[src/rtl/core/rowc_pkg.sv]
// types, constants and codes of the ring order walk checker
`timescale 1ns / 1ps

package rowc_pkg;

  localparam int MAX_RANKS_DEF    = 32;
  localparam int MAX_CHANNELS_DEF = 8;

  // fixed field widths
  localparam int CHAN_W  = 3;
  localparam int RANK_W  = 5;
  localparam int COUNT_W = 6;
  localparam int MAP_W   = 32;

  localparam logic [COUNT_W-1:0] RANK_COUNT_RST = 6'd32;

  localparam logic OP_LOAD = 1'b0;
  localparam logic OP_WALK = 1'b1;

  typedef enum logic [1:0] {
    STAT_OK       = 2'd0,
    STAT_NO_LOOP  = 2'd1,
    STAT_MISSING  = 2'd2,
    STAT_BAD_RANK = 2'd3
  } rowc_status_t;

  typedef enum logic {
    ST_IDLE,
    ST_STEP
  } rowc_state_t;

endpackage

[src/rtl/core/rowc_in_if.sv]
// request channel: successor loads and walk requests
`timescale 1ns / 1ps

interface rowc_in_if import rowc_pkg::*; ();
  logic              valid;
  logic              ready;
  logic              op;
  logic [CHAN_W-1:0] channel;
  logic [RANK_W-1:0] entry_index;
  logic [RANK_W-1:0] successor_rank;
  logic [RANK_W-1:0] start_rank;

  modport source (output valid, op, channel, entry_index, successor_rank, start_rank,
                  input ready);
  modport sink (input valid, op, channel, entry_index, successor_rank, start_rank,
                output ready);
endinterface

[src/rtl/core/rowc_out_if.sv]
// result channel: one beat per walk step
`timescale 1ns / 1ps

interface rowc_out_if import rowc_pkg::*; ();
  logic              valid;
  logic              ready;
  logic [RANK_W-1:0] position;
  logic [RANK_W-1:0] ring_rank;
  logic              last;
  logic [1:0]        status;

  modport source (output valid, position, ring_rank, last, status, input ready);
  modport sink (input valid, position, ring_rank, last, status, output ready);
endinterface

[src/rtl/core/ring_order_walk_checker_unit.sv]
// ring order walk checker: successor memory, walk sequencer and result register
// a walk request loads the walk state; its first result beat then enters the result register
// throughput: one result beat per cycle while beats are taken; no request is taken during a walk
// the loop is one successor memory read per step, the read data registered in the memory
// a load writes the successor memory and gives no result
// reset (rst_n low, synchronous): idle, no result pending, rank_count 32; table undefined
`timescale 1ns / 1ps

module ring_order_walk_checker_unit import rowc_pkg::*; #(
  parameter int MAX_RANKS    = MAX_RANKS_DEF,
  parameter int MAX_CHANNELS = MAX_CHANNELS_DEF
) (
  input  logic               clk,
  input  logic               rst_n,
  rowc_in_if.sink            in_chan,
  rowc_out_if.source         out_chan,
  input  logic               cfg_we,
  input  logic [COUNT_W-1:0] cfg_wdata
);

  // table geometry
  localparam int TABLE_DEPTH = MAX_CHANNELS * MAX_RANKS;
  localparam int ADDR_W      = (TABLE_DEPTH > 1) ? $clog2(TABLE_DEPTH) : 1;
  localparam int CH_W        = (MAX_CHANNELS > 1) ? $clog2(MAX_CHANNELS) : 1;
  localparam int RANK_CAP    = (MAX_RANKS < MAP_W) ? MAX_RANKS : MAP_W;

  localparam logic [ADDR_W-1:0]  RANKS_A    = ADDR_W'(MAX_RANKS);
  localparam logic [COUNT_W:0]   MAX_RANKS_W = (COUNT_W + 1)'(MAX_RANKS);
  localparam logic [COUNT_W-1:0] CAP_W      = COUNT_W'(RANK_CAP);

  // channel number folded onto the channels that exist
  function automatic logic [CH_W-1:0] wrap_chan(input logic [CHAN_W-1:0] c);
    logic [CH_W-1:0] r;
    r = '0;
    for (int v = 0; v < (1 << CHAN_W); v++) begin
      if (c == CHAN_W'(v)) r = CH_W'(v % MAX_CHANNELS);
    end
    return r;
  endfunction

  function automatic logic [ADDR_W-1:0] tbl_addr(input logic [CH_W-1:0] c,
                                                 input logic [RANK_W-1:0] rk);
    return ADDR_W'(ADDR_W'(c) * RANKS_A) + ADDR_W'(rk);
  endfunction

  // successor memory, one entry per channel and rank
  logic [RANK_W-1:0] succ_mem [TABLE_DEPTH];
  logic              mem_we;
  logic [ADDR_W-1:0] wr_addr;
  logic              rd_en;
  logic [ADDR_W-1:0] rd_addr;
  logic [RANK_W-1:0] rdata_r;

  always_ff @(posedge clk) begin
    if (mem_we) begin
      succ_mem[wr_addr] <= in_chan.successor_rank;
    end
  end

  always_ff @(posedge clk) begin
    if (rd_en) begin
      rdata_r <= succ_mem[rd_addr];
    end
  end

  // rank count register and its clamped value
  logic [COUNT_W-1:0] rank_count_r;
  logic [COUNT_W-1:0] eff_n;
  logic [MAP_W-1:0]   full_mask;

  always_ff @(posedge clk) begin
    if (!rst_n) begin
      rank_count_r <= RANK_COUNT_RST;
    end else if (cfg_we) begin
      rank_count_r <= cfg_wdata;
    end
  end

  always_comb begin
    if (rank_count_r == '0) begin
      eff_n = COUNT_W'(1);
    end else if (rank_count_r > CAP_W) begin
      eff_n = CAP_W;
    end else begin
      eff_n = rank_count_r;
    end
    if (eff_n >= COUNT_W'(MAP_W)) begin
      full_mask = '1;
    end else begin
      full_mask = (MAP_W'(1) << eff_n) - MAP_W'(1);
    end
  end

  // walk state
  rowc_state_t       state_r, state_nxt;
  logic [MAP_W-1:0]  vis_r, vis_nxt;
  logic [RANK_W-1:0] cur_r, cur_nxt;
  logic [RANK_W-1:0] step_r, step_nxt;
  logic              fault_r, fault_nxt;
  logic [RANK_W-1:0] start_r, start_nxt;
  logic [CH_W-1:0]   chan_r, chan_nxt;

  // result register
  logic              out_valid_r;
  logic [RANK_W-1:0] out_pos_r;
  logic [RANK_W-1:0] out_rank_r;
  logic              out_last_r;
  rowc_status_t      out_status_r;

  logic              in_acc;
  logic              out_free;
  logic              fire;
  logic              start_ok;
  logic              entry_ok;
  logic [CH_W-1:0]   in_chan_w;

  // one step of the walk, from the successor just read
  logic              succ_ok;
  logic              fault_step;
  logic [RANK_W-1:0] cur_step;
  logic [MAP_W-1:0]  vis_step;
  logic              is_last;
  rowc_status_t      stat_step;

  assign in_acc    = in_chan.valid && in_chan.ready;
  assign out_free  = !out_valid_r || out_chan.ready;
  assign in_chan_w = wrap_chan(in_chan.channel);
  assign start_ok  = {1'b0, in_chan.start_rank} < eff_n;
  assign entry_ok  = {2'b00, in_chan.entry_index} < MAX_RANKS_W;
  assign wr_addr   = tbl_addr(in_chan_w, in_chan.entry_index);

  always_comb begin
    succ_ok    = {1'b0, rdata_r} < eff_n;
    fault_step = fault_r || !succ_ok;
    cur_step   = fault_step ? cur_r : rdata_r;
    vis_step   = fault_r ? vis_r : (vis_r | (MAP_W'(1) << cur_r));
    is_last    = step_r == RANK_W'(eff_n - COUNT_W'(1));
    // bad rank wins over no loop back, which wins over a missing rank
    if (fault_step) begin
      stat_step = STAT_BAD_RANK;
    end else if (cur_step != start_r) begin
      stat_step = STAT_NO_LOOP;
    end else if ((vis_step & full_mask) != full_mask) begin
      stat_step = STAT_MISSING;
    end else begin
      stat_step = STAT_OK;
    end
  end

  // sequencer: idle takes requests, step emits one beat per walk step
  always_comb begin
    state_nxt     = state_r;
    vis_nxt       = vis_r;
    cur_nxt       = cur_r;
    step_nxt      = step_r;
    fault_nxt     = fault_r;
    start_nxt     = start_r;
    chan_nxt      = chan_r;
    in_chan.ready = 1'b0;
    mem_we        = 1'b0;
    rd_en         = 1'b0;
    rd_addr       = tbl_addr(chan_r, cur_step);
    fire          = 1'b0;
    case (state_r)
      ST_IDLE: begin
        in_chan.ready = 1'b1;
        if (in_acc) begin
          if (in_chan.op == OP_WALK) begin
            state_nxt = ST_STEP;
            vis_nxt   = '0;
            cur_nxt   = in_chan.start_rank;
            start_nxt = in_chan.start_rank;
            chan_nxt  = in_chan_w;
            step_nxt  = '0;
            // start beyond the ring is flagged at once, nothing is read
            fault_nxt = !start_ok;
            rd_en     = start_ok;
            rd_addr   = tbl_addr(in_chan_w, in_chan.start_rank);
          end else begin
            mem_we = entry_ok;
          end
        end
      end
      ST_STEP: begin
        if (out_free) begin
          fire      = 1'b1;
          vis_nxt   = vis_step;
          cur_nxt   = cur_step;
          fault_nxt = fault_step;
          step_nxt  = step_r + RANK_W'(1);
          if (is_last) begin
            state_nxt = ST_IDLE;
          end else begin
            // fetch the next successor; a stopped walk reads nothing more
            rd_en = !fault_step;
          end
        end
      end
      default: begin
        state_nxt = ST_IDLE;
      end
    endcase
  end

  always_ff @(posedge clk) begin
    if (!rst_n) begin
      state_r <= ST_IDLE;
      vis_r   <= '0;
      cur_r   <= '0;
      step_r  <= '0;
      fault_r <= 1'b0;
    end else begin
      state_r <= state_nxt;
      vis_r   <= vis_nxt;
      cur_r   <= cur_nxt;
      step_r  <= step_nxt;
      fault_r <= fault_nxt;
    end
  end

  always_ff @(posedge clk) begin
    start_r <= start_nxt;
    chan_r  <= chan_nxt;
  end

  // result register: refilled in the cycle its beat is taken
  always_ff @(posedge clk) begin
    if (!rst_n) begin
      out_valid_r <= 1'b0;
    end else if (fire) begin
      out_valid_r <= 1'b1;
    end else if (out_chan.ready) begin
      out_valid_r <= 1'b0;
    end
  end

  always_ff @(posedge clk) begin
    if (fire) begin
      out_pos_r    <= step_r;
      out_rank_r   <= cur_r;
      out_last_r   <= is_last;
      out_status_r <= is_last ? stat_step : STAT_OK;
    end
  end

  assign out_chan.valid     = out_valid_r;
  assign out_chan.position  = out_pos_r;
  assign out_chan.ring_rank = out_rank_r;
  assign out_chan.last      = out_last_r;
  assign out_chan.status    = out_status_r;

endmodule

[src/flat_wrapper.sv]
// flat-port wrapper written by rule: the top's interface ports become plain ports
module ring_order_walk_checker_unit_flat import rowc_pkg::*;
#(
  parameter int MAX_RANKS    = MAX_RANKS_DEF,
  parameter int MAX_CHANNELS = MAX_CHANNELS_DEF
)
  (clk, rst_n, cfg_we, cfg_wdata, in_chan_valid, in_chan_op, in_chan_channel, in_chan_entry_index, in_chan_successor_rank, in_chan_start_rank, in_chan_ready, out_chan_valid, out_chan_position, out_chan_ring_rank, out_chan_last, out_chan_status, out_chan_ready);
  rowc_in_if in_chan_i ();
  rowc_out_if out_chan_i ();
  input  logic clk;
  input  logic rst_n;
  input  logic cfg_we;
  input  logic [COUNT_W-1:0] cfg_wdata;
  input wire logic [$bits(in_chan_i.valid)-1:0] in_chan_valid;
  input wire logic [$bits(in_chan_i.op)-1:0] in_chan_op;
  input wire logic [$bits(in_chan_i.channel)-1:0] in_chan_channel;
  input wire logic [$bits(in_chan_i.entry_index)-1:0] in_chan_entry_index;
  input wire logic [$bits(in_chan_i.successor_rank)-1:0] in_chan_successor_rank;
  input wire logic [$bits(in_chan_i.start_rank)-1:0] in_chan_start_rank;
  output wire logic [$bits(in_chan_i.ready)-1:0] in_chan_ready;
  output wire logic [$bits(out_chan_i.valid)-1:0] out_chan_valid;
  output wire logic [$bits(out_chan_i.position)-1:0] out_chan_position;
  output wire logic [$bits(out_chan_i.ring_rank)-1:0] out_chan_ring_rank;
  output wire logic [$bits(out_chan_i.last)-1:0] out_chan_last;
  output wire logic [$bits(out_chan_i.status)-1:0] out_chan_status;
  input wire logic [$bits(out_chan_i.ready)-1:0] out_chan_ready;
  assign in_chan_i.valid = in_chan_valid;
  assign in_chan_i.op = in_chan_op;
  assign in_chan_i.channel = in_chan_channel;
  assign in_chan_i.entry_index = in_chan_entry_index;
  assign in_chan_i.successor_rank = in_chan_successor_rank;
  assign in_chan_i.start_rank = in_chan_start_rank;
  assign in_chan_ready = in_chan_i.ready;
  assign out_chan_valid = out_chan_i.valid;
  assign out_chan_position = out_chan_i.position;
  assign out_chan_ring_rank = out_chan_i.ring_rank;
  assign out_chan_last = out_chan_i.last;
  assign out_chan_status = out_chan_i.status;
  assign out_chan_i.ready = out_chan_ready;
  ring_order_walk_checker_unit #(.MAX_RANKS(MAX_RANKS), .MAX_CHANNELS(MAX_CHANNELS)) u_core (.clk(clk), .rst_n(rst_n), .in_chan(in_chan_i), .out_chan(out_chan_i), .cfg_we(cfg_we), .cfg_wdata(cfg_wdata));
endmodule
[config.mk]
export PLATFORM = sky130hd
export DESIGN_NAME = ring_order_walk_checker_unit_flat
export DESIGN_NICKNAME = d
export VERILOG_FILES = /design/src/rtl/core/rowc_pkg.sv /design/src/rtl/core/rowc_in_if.sv /design/src/rtl/core/rowc_out_if.sv /design/src/rtl/core/ring_order_walk_checker_unit.sv /design/src/flat_wrapper.sv
export SDC_FILE = /design/constraint.sdc
export NUM_CORES = 2
export LEC_CHECK = 0
export BUFFER_PORTS_ARGS = -buffer_cell sky130_fd_sc_hd__clkbuf_2
export CORE_MARGIN = 4
export CORE_UTILIZATION = 35
export DETAILED_ROUTE_END_ITERATION = 8
export PLACE_DENSITY = 0.52
export SKIP_LAST_GASP = 1
export SYNTH_ARGS = -nofsm -noshare
export SYNTH_HDL_FRONTEND = slang
export SYNTH_SLANG_ARGS = --single-unit
[constraint.sdc]
create_clock -name clk -period 4.75 [get_ports clk]
set_input_delay 0.95 -clock clk [delete_from_list [all_inputs] [get_ports clk]]
set_output_delay 0.95 -clock clk [all_outputs]
set_load 0.05 [all_outputs]
==> metrics.md <==
| Metric | Value |
|---|---|
| Final worst slack | around 0.076 ns |
| WL/cell | roughly 27 um |
| CTS max path bufs | 3 |
| Util after Layout | between 40% and 50% |
| Synth Cell Area | 57020 sq um |
| Post-Syn Area per Cell | ~13 sq um |
| Worst Skew | between 0.03 and 0.04 ns |
| Dpl ws | -0.4114 ns |
| Slew headroom | about a quarter |
| Worst-path clk slew | 0.06 ns |
| Root Buffer | clkbuf_16 |
| Post-synth top cells | edfxtp_1 (1306), nand2_1 (689), nor2_1 (326), mux2i_1 (254), nand3_1 (240) |
| Startpoint types | flip-flop |
| Global-route wire length before repair | 261400 um |
| Mapped Cells | about 4300 |
| Status | complete, no violations |
| 1st-iter DRT viols | ~4600 |
| Delay-heaviest family, CP | compound AO/OA/AOI/OAI gates |
| Register bit count reported by yosys | about 1400 |
| Crit path max-delay cell type | or3_2 |
| DRT Wirelength | approximately 180000 um |
| Filler Cell Count | 14950 |
| Worst-Margin Slew | about 1.1 ns |
| Clk sinks | between 1000 and 1500 |
| Gpl congestion | 0.8774 |
| LEAKAGE | 22.82 nW |
| Syn_nets | approximately 4300 |
| Ports | 45 |
| Final Setup Violations | 0 |
| Worst Hold Class | in2reg |
| DRT Pass-1 Iters | 6 |
| Register area | 40240 sq um |
| Crit. End Element | flip-flop |
| Area taken by multi-input logic gates | around 16000 sq um |
| Post-synth cell types | a little over 80 |
| RSZ-0062 raised after global routing | yes |
| Critical Path AT | 5.19 ns |
| Fin. Hold Viols | 0 |
| Hold-fix buffers, CTS | 0 |
| Count leader, synth | edfxtp_1 |
| Post-synth top flop | edfxtp_1 |
| Ys Warns | 0 |
| Worst Hold Slack | ~0.41 ns |
| Final Max Slew Viols | 0 |
| Via/cell ratio | between 5 and 6 |
| CTS tree | done |
| Clk_lat worst skew | about 0.8 ns |
| Synth area leaders | edfxtp_1 (69%), nand2_1 (4.5%), mux2i_1 (4.5%), nor2_1 (2.1%), nand3_1 (2.1%) |
| Worst Setup Path Type | reg2reg |
| Number of enable flip-flop cells after synthesis | about 1300 |
| Routed via count | 38140 |
| CP max FO | 39 |
| Grt total ovfl | 0 |
| Post-DP HPWL | 117200 um |
| Asr flop ratio synth | 0% |
| Die Area | about 170000 sq um |
| Minimum clock period | between 4 and 5 ns |
| Cell type with the largest total area after synthesis | edfxtp_1 |
| Die X | around 410 um |
| H-tree depth | 4 |
| Max-Cap Viols | 0 |
| Area Growth Syn to Fin | 17.50% |
| Power per cell area | about 450 nW/um^2 |
| Crit share post-route | a little over nine tenths |
| DRC | 0 |
| Die height | ~410 um |
| Crit-path cells | ha_1, nand4b_1, a21o_1, buf_4, or3_2, nand3_4, buf_12, buf_12, o211ai_1, a2111oi_1, a2111oi_2, buf_4, o211ai_1, a31oi_2, a32o_2 |
| Post-layout total power | 30.41 mW |
| CP required | about 5.3 ns |
| WP buf/inv | 4 |
| Number of global-route vias before repair | roughly 36000 |
| Fin nets | around 4500 |
| Initial antenna violation count | 9 |
| Num rows | 147 |
| Sequential fraction of the synthesis area | 70.57% |
| Overall global routing resource usage | between 20% and 30% |
| VDD IR max | roughly 0.00032 V |
| Routed Antenna Nets | 0 |
| Share of layout cells above drive strength 1 | between 10% and 20% |
| Slowest Stage Delay on Critical Path | approximately 0.64 ns |
| Initial Util | 35.35% |
| Post-synth top area share | between 60 and 70% |
| TritonCTS buffer count | 150 |
| Fmax achieved | approximately 210 MHz |
| Largest net degree at the start of global routing | between 100 and 150 |
| PortBufs | 44 |
| Core box area | between 150000 and 200000 sq um |
-- area by class of cell --
class	count	area share [%]
timing repair buffer	393	5.554
sequential	1357	60.06
tap	2160	4.034
antenna	2	0.007470
inverter	24	0.1345
clock inverter	85	1.066
clock buffer	191	5.910
multi-input combinational	2576	23.23
-- where the power goes --
| group | internal [mW] | switching, mW | total [mW] |
|---|---|---|---|
| Combinational | 2.17 | 3.90 | 6.07 |
| Sequential | 13.1 | 0.0355 | 13.2 |
| Clock | 6.32 | 4.84 | 11.2 |
-- kinds of logic after synthesis --
logic type      after synthesis  synth area share (%)
mux                         302                 5.413
buf+inv                     348                 2.626
fa+ha+maj                    16                0.3511
compound gates              768                 9.338
simple gates               1471                 11.41
flops                      1357                 70.56
xor+xnor                     19                0.2918
-- through the flow --
stage / instance area (sq um) / TNS [ns] / cells
after floorplan: 57020 / 0 / 4281
after global routing: 67000 / -0.04937 / 6786
final: 67000 / 0 / 6788
after global placement: 61950 / -0.7961 / 6496
after detailed placement: 61950 / -0.8084 / 6496
after CTS: 66690 / -0.0003646 / 6773
-- registers in the layout (all words and copies together), names as in the netlist --
name,flops
u_core.out_chan.position,5
u_core.out_chan.status,2
u_core.rank_count_r,6
u_core.out_chan.valid,1
u_core.out_chan.ring_rank,5
u_core.out_chan.last,1
u_core.vis_r,32
u_core.start_r,5
u_core.cur_r,5
u_core.rdata_r,5
u_core.chan_r,3
u_core.step_r,5
u_core.state_r,1
u_core.fault_r,1
u_core.succ_mem,1280
-- routing by layer --
metal,vias to the layer above,track usage [%],routed length (um)
li1,16790,-,-
met1,19460,29.81,79180
met2,1632,33.28,84450
met3,262,3.389,14150
met4,2,5.987,4816
met5,-,0,13
-- cell usage in the layout (no fill, tap or decap), types with 21 or more instances in the layout --
master / instances
mux2i_1: 253
inv_1: 24
nor4_1: 25
clkbuf_2: 39
a31oi_1: 45
clkinv_1: 40
a311oi_1: 24
nand2_1: 686
clkinv_2: 21
o21ai_0: 53
mux2_2: 46
nor2b_1: 25
a22oi_1: 50
a211oi_1: 90
a221oi_1: 45
o211ai_1: 29
buf_4: 280
edfxtp_1: 1306
nor2_1: 324
nand3_1: 236
clkbuf_16: 154
nand4_1: 38
dfxtp_1: 50
clkbuf_1: 38
buf_12: 61
and4_1: 44
a21oi_1: 224
-- timing repair --
action	in CTS	in global routing
cloned	0	3
resized for setup	14	37
pin swaps	3	10
endpoints found under the hold margin	0	0
endpoints found under the setup margin	5	5
setup buffers	1	10
-- final timing paths --
path                                       from                             to  slack (ns)  cells after the start
setup / recovery    u_core.rdata_r[4]$_DFFE_PP_    u_core.rdata_r[3]$_DFFE_PP_        0.08                     15
hold / removal            in_chan_start_rank[2]    u_core.start_r[2]$_DFFE_PP_        0.41                      1
setup reg to reg    u_core.rdata_r[4]$_DFFE_PP_    u_core.rdata_r[3]$_DFFE_PP_        0.08                     15
hold reg to reg   u_core.vis_r[27]$_SDFFE_PN0P_  u_core.vis_r[27]$_SDFFE_PN0P_        0.47                      2
Note: power is estimated with default switching activity, not from simulation.
